### config.mk
export PLATFORM = sky130hd
export DESIGN_NAME = lrt_cell
export DESIGN_NICKNAME = d
export VERILOG_FILES = /design/src/design/linear_recurrence_term_mod_prime_defines.svh /design/src/design/lrt_pkg.sv /design/src/design/lrt_cell.sv
export SDC_FILE = /design/constraint.sdc
export NUM_CORES = 1
export LEC_CHECK = 0
export ABC_CLOCK_PERIOD_IN_PS = 5100
export BUFFER_PORTS_ARGS = -buffer_cell sky130_fd_sc_hd__buf_4
export CAP_MARGIN = 40
export CORE_MARGIN = 3
export CORE_UTILIZATION = 54
export DETAILED_ROUTE_END_ITERATION = 10
export PLACE_DENSITY = 0.78
export RECOVER_POWER = 50
export SKIP_CTS_REPAIR_TIMING = 1
export SYNTH_ARGS = -nofsm -noshare
export SYNTH_HDL_FRONTEND = slang
export SYNTH_SLANG_ARGS = --single-unit
### constraint.sdc
create_clock -name clk -period 5.1 [get_ports clk]
set_clock_uncertainty 0.1 [all_clocks]
set_input_delay 0.51 -clock clk [delete_from_list [all_inputs] [get_ports clk]]
set_output_delay 0.51 -clock clk [all_outputs]
set_load 0.005 [all_outputs]
### src/design/linear_recurrence_term_mod_prime_defines.svh
// Assertion macros shared by the linear recurrence block.
// Needs a clock named clk and an active-low reset named rst_n in scope.
`ifndef LINEAR_RECURRENCE_TERM_MOD_PRIME_DEFINES_SVH
`define LINEAR_RECURRENCE_TERM_MOD_PRIME_DEFINES_SVH

// same-cycle implication
`define LRT_ASSERT_SAME(lbl, ante, cons) \
    lbl: assert property (@(posedge clk) disable iff (!rst_n) (ante) |-> (cons)) \
        else $error("assertion failed");

// next-cycle implication
`define LRT_ASSERT_NEXT(lbl, ante, cons) \
    lbl: assert property (@(posedge clk) disable iff (!rst_n) (ante) |=> (cons)) \
        else $error("assertion failed");

`endif

### src/design/lrt_pkg.sv
// Shared constants, cell control struct and modular add for the recurrence block.
// No dependencies.
package lrt_pkg;

    localparam int WORD_W       = 30;
    localparam int MAX_ORDER_DEF = 16;
    localparam int INDEX_W      = 63;
    localparam int ORDER_W      = 5;
    localparam logic [WORD_W+1:0] PRIME_WIDE = 32'd1000000007;
    localparam logic [WORD_W+1:0] PRIME_X2   = 32'd2000000014;

    typedef struct packed {
        logic              init;
        logic              m_one;
        logic              acc_clr;
        logic              prod_step;
        logic              prod_first;
        logic              a_bit;
        logic              acc_step;
        logic [WORD_W-1:0] t;
        logic              wr_r;
        logic              wr_p;
    } lrt_cell_ctrl_t;

    function automatic logic [WORD_W-1:0] mod_add3(input logic [WORD_W-1:0] a,
                                                   input logic [WORD_W-1:0] b,
                                                   input logic [WORD_W-1:0] c);
        logic [WORD_W+1:0] s;
        s = {2'b00, a} + {2'b00, b} + {2'b00, c};
        if (s >= PRIME_X2)
            s = s - PRIME_X2;
        else if (s >= PRIME_WIDE)
            s = s - PRIME_WIDE;
        return s[WORD_W-1:0];
    endfunction

endpackage

### src/design/lrt_cell.sv
// One coefficient cell: result, power, accumulator and partial product words.
// Depends on lrt_pkg.
module lrt_cell #(
    parameter int IDX = 0
) (
    input  logic                        clk,
    input  lrt_pkg::lrt_cell_ctrl_t     ctrl,
    input  logic                        active,
    input  logic [lrt_pkg::WORD_W-1:0]  acc_in,
    output logic [lrt_pkg::WORD_W-1:0]  acc,
    output logic [lrt_pkg::WORD_W-1:0]  r,
    output logic [lrt_pkg::WORD_W-1:0]  p
);
    import lrt_pkg::*;

    logic [WORD_W-1:0] r_reg, r_next;
    logic [WORD_W-1:0] p_reg, p_next;
    logic [WORD_W-1:0] acc_reg, acc_next;
    logic [WORD_W-1:0] prod_reg, prod_next;
    logic [WORD_W-1:0] dbl;

    always_comb
    begin
        r_next    = r_reg;
        p_next    = p_reg;
        acc_next  = acc_reg;
        prod_next = prod_reg;
        dbl       = ctrl.prod_first ? '0 : prod_reg;
        if (ctrl.init)
        begin
            r_next = (IDX == 0) ? WORD_W'(1) : '0;
            if (IDX == 0)
                p_next = ctrl.m_one ? WORD_W'(1) : '0;
            else if (IDX == 1)
                p_next = ctrl.m_one ? '0 : WORD_W'(1);
            else
                p_next = '0;
        end
        if (ctrl.acc_clr)
            acc_next = '0;
        if (ctrl.acc_step)
            acc_next = active ? mod_add3(acc_in, ctrl.t, prod_reg) : '0;
        if (ctrl.prod_step)
            prod_next = mod_add3(dbl, dbl, ctrl.a_bit ? p_reg : '0);
        if (ctrl.wr_r)
            r_next = acc_reg;
        if (ctrl.wr_p)
            p_next = acc_reg;
    end

    always_ff @(posedge clk)
    begin
        r_reg    <= r_next;
        p_reg    <= p_next;
        acc_reg  <= acc_next;
        prod_reg <= prod_next;
    end

    assign acc = acc_reg;
    assign r   = r_reg;
    assign p   = p_reg;

endmodule

==> impl_metrics.json <==
{
  "status": "complete, but fails checks",
  "violations": "max-capacitance violations, max-slew violations",
  "ant_nets": 0,
  "setup_viol": 0,
  "drt_iter0_markers": 1561,
  "synth_seq_cells": 120,
  "placed_cells": 1929,
  "grt_start_max_net_pins": 32,
  "nets": 1848,
  "grt_setup_unrepaired": "true",
  "place_congestion": 1.04,
  "layout_commonest_cell": "buf_4",
  "drc": 0,
  "drive_gt1_share_pct": 25.8,
  "synth_nets": 1577,
  "crit_chain": "fa_1 -> ha_2 -> inv_2 -> fa_2 -> nand2b_4 -> a211o_1 -> a211oi_2 -> buf_4 -> o31ai_2 -> a2bb2oi_1 -> buf_4 -> xnor2_1 -> a211o_1 -> buf_4 -> o211ai_4 -> nand2_1 -> o32ai_1 -> mux2_2",
  "core_area_um2": 22200,
  "h-tree-depth": 4,
  "critPathMaxStageDelay_ps": 540,
  "synth_flop_cell": "edfxtp_1",
  "grt_use_met3_pct": 5.28,
  "fin_crit_ps": 5040,
  "drtPass1Iterations": 7,
  "syn_inst": 1410,
  "routedWlPerCell_um": 21.6,
  "synth_edf_count": 120,
  "grt_use_met1_pct": 44.5,
  "cts.path.max_buffers": 2,
  "worstReg2RegEnd": "acc[23]",
  "clk_pin_slew_worst_paths_ps": 70,
  "relSlewSlack_pct": -50.1,
  "setup_slack_ps": 58.3,
  "ys_seq_area_share_pct": 29.2,
  "required_ps": 5190,
  "hold_end": "p[0]",
  "holdPathStages": 2,
  "cts_tree": "yes",
  "final_cell_mix": "buf_4 (300), edfxtp_1 (120), a21oi_1 (118), nand2_1 (116), nor2_1 (88)",
  "syn_area_um2": 12300,
  "worstRegToRegCells": 18,
  "crit_type": "reg -> reg",
  "path_max_fanout": 7,
  "wl_um": 42700,
  "hpwl_um": 32900,
  "portBuffers": 160,
  "ff2ff_setup_slack_ps": 60,
  "clkSinkCount": 120,
  "hp-class": "in -> reg",
  "grt_overflow": 0,
  "min_from": "ctrl[37]",
  "worst_slew_pin_slew_ps": 2250,
  "antenna_cells": 0,
  "grt_use_met2_pct": 52.3,
  "clkLatencyLatePin_ps": 440,
  "die_h_um": 157,
  "grt_pass1_wl_um": 63800,
  "critPathLaunchType": "flip-flop",
  "nFillCells": 1708,
  "cp.arrival_ps": 5130,
  "antenna_found_initial": 0,
  "cts_root_buf": "clkbuf_16",
  "die_area_um2": 24700,
  "cp_slowest_cell": "fa_1",
  "area_growth_pct": 27.3,
  "pin_count": 161,
  "fp.dieW_um": 157,
  "r2r-start": "prod_reg[1]",
  "hold_viol": 0,
  "synth-async-reset-ratio_pct": 0,
  "cts-buffers-inserted": 17,
  "layout.cells.non_filler": 1974,
  "grtUsageTotal_pct": 33.0,
  "busiest_layer": "met2",
  "vias": 12758,
  "fin_crit_sh_pct": 98.9,
  "pre_cts_slack_ps": -262,
  "max_freq_mhz": 198,
  "cap_violations": 4,
  "first_global_vias": 11765,
  "slew_viol_final": 124,
  "synthDistinctLibCells": 100,
  "syn_avg_cell_area_um2": 8.75,
  "crit_top_cell": "buf_4",
  "start_util_pct": 55.6,
  "yosys_warnings": 0,
  "end_kind": "flip-flop",
  "routed_via_density": 6.46,
  "row_count": 54
}
-- critical path: cells and delay by family (launching register included) --
| family | cells | cell delay, ps |
|---|---|---|
| adder cells (fa/ha/maj) | 3 | 1060 |
| XOR/XNOR | 1 | 100 |
| multiplexers | 1 | 380 |
| AND/OR/NAND/NOR | 2 | 340 |
| AO/OA/AOI/OAI | 7 | 1770 |
| buffers and inverters | 4 | 570 |
| flip-flops | 1 | 470 |
-- layer usage --
layer	share of wire, %	up-vias	wire, um
met1	40	6032	17100
met5	0	-	0
met3	9.2	140	3910
li1	-	5843	-
met4	5.0	0	2140
met2	46	743	19500
-- worst max path at each step --
stage | from | endpoint | slack, ps | cells after the start
after floorplan | ctrl[3] | acc[23] | 10 | 16
after global placement | ctrl[3] | acc[23] | -110 | 18
after detailed placement | ctrl[3] | acc[5] | -260 | 17
after CTS | prod_reg[1] | acc[13] | -120 | 17
after global routing | prod_reg[1] | acc[13] | -120 | 18
final | prod_reg[1] | acc[23] | 60 | 18
-- Yosys cell counts, types with 12 or more instances --
library cell | instances | area [um^2]
a211oi_1 | 22 | 165
a21o_1 | 32 | 240
a21oi_1 | 122 | 611
a22oi_1 | 12 | 90.1
and2_1 | 98 | 613
and3_1 | 16 | 100
buf_2 | 17 | 85.1
clkbuf_1 | 45 | 169
edfxtp_1 | 120 | 3600
fa_1 | 32 | 641
ha_1 | 64 | 801
inv_1 | 32 | 120
mux2i_1 | 20 | 200
nand2_1 | 117 | 439
nand2b_1 | 18 | 113
nand3_1 | 49 | 245
nand4_1 | 17 | 106
nor2_1 | 92 | 345
nor2b_1 | 33 | 206
nor3_1 | 38 | 190
nor3b_1 | 14 | 105
o211ai_1 | 22 | 165
o21a_1 | 19 | 143
o21ai_0 | 69 | 345
or2_2 | 12 | 75.1
xnor2_1 | 48 | 420
xor2_1 | 22 | 193
-- final cells by class --
type | instances | area [um^2] | area share (%)
timing repair buffer | 320 | 2460 | 15.7
sequential | 120 | 3600 | 23.0
clock buffer | 19 | 433 | 2.76
tap | 280 | 350 | 2.23
multi-input combinational | 1190 | 8570 | 54.6
inverter | 32 | 120 | 0.765
clock inverter | 13 | 169 | 1.08
-- stage by stage --
stage	cell area [um^2]	hold WS [ps]	TNS [ps]	utilization [%]
CTS	15300	272	-1120	69.1
global placement	14700	469	-1200	66.4
detailed placement	14700	493	-5760	66.4
floorplan	12300	450	0	-
global route	15700	273	-610	70.8
finish	15700	274	0	70.8
-- cell families (layout without fill, tap and decap cells) --
kind of cell / count (synthesis) / count (layout) / synth area share [%]
compound gates: 434 / 435 / 24.3
xor+xnor: 70 / 70 / 4.97
fa+ha+maj: 96 / 96 / 11.7
buf+inv: 101 / 384 / 3.49
flops: 120 / 120 / 29.2
mux: 24 / 24 / 1.99
simple gates: 565 / 565 / 24.4
Power is left out: the tool's default activity adds up to more than one toggle a clock period on the data nets, which glitch-free logic cannot reach.
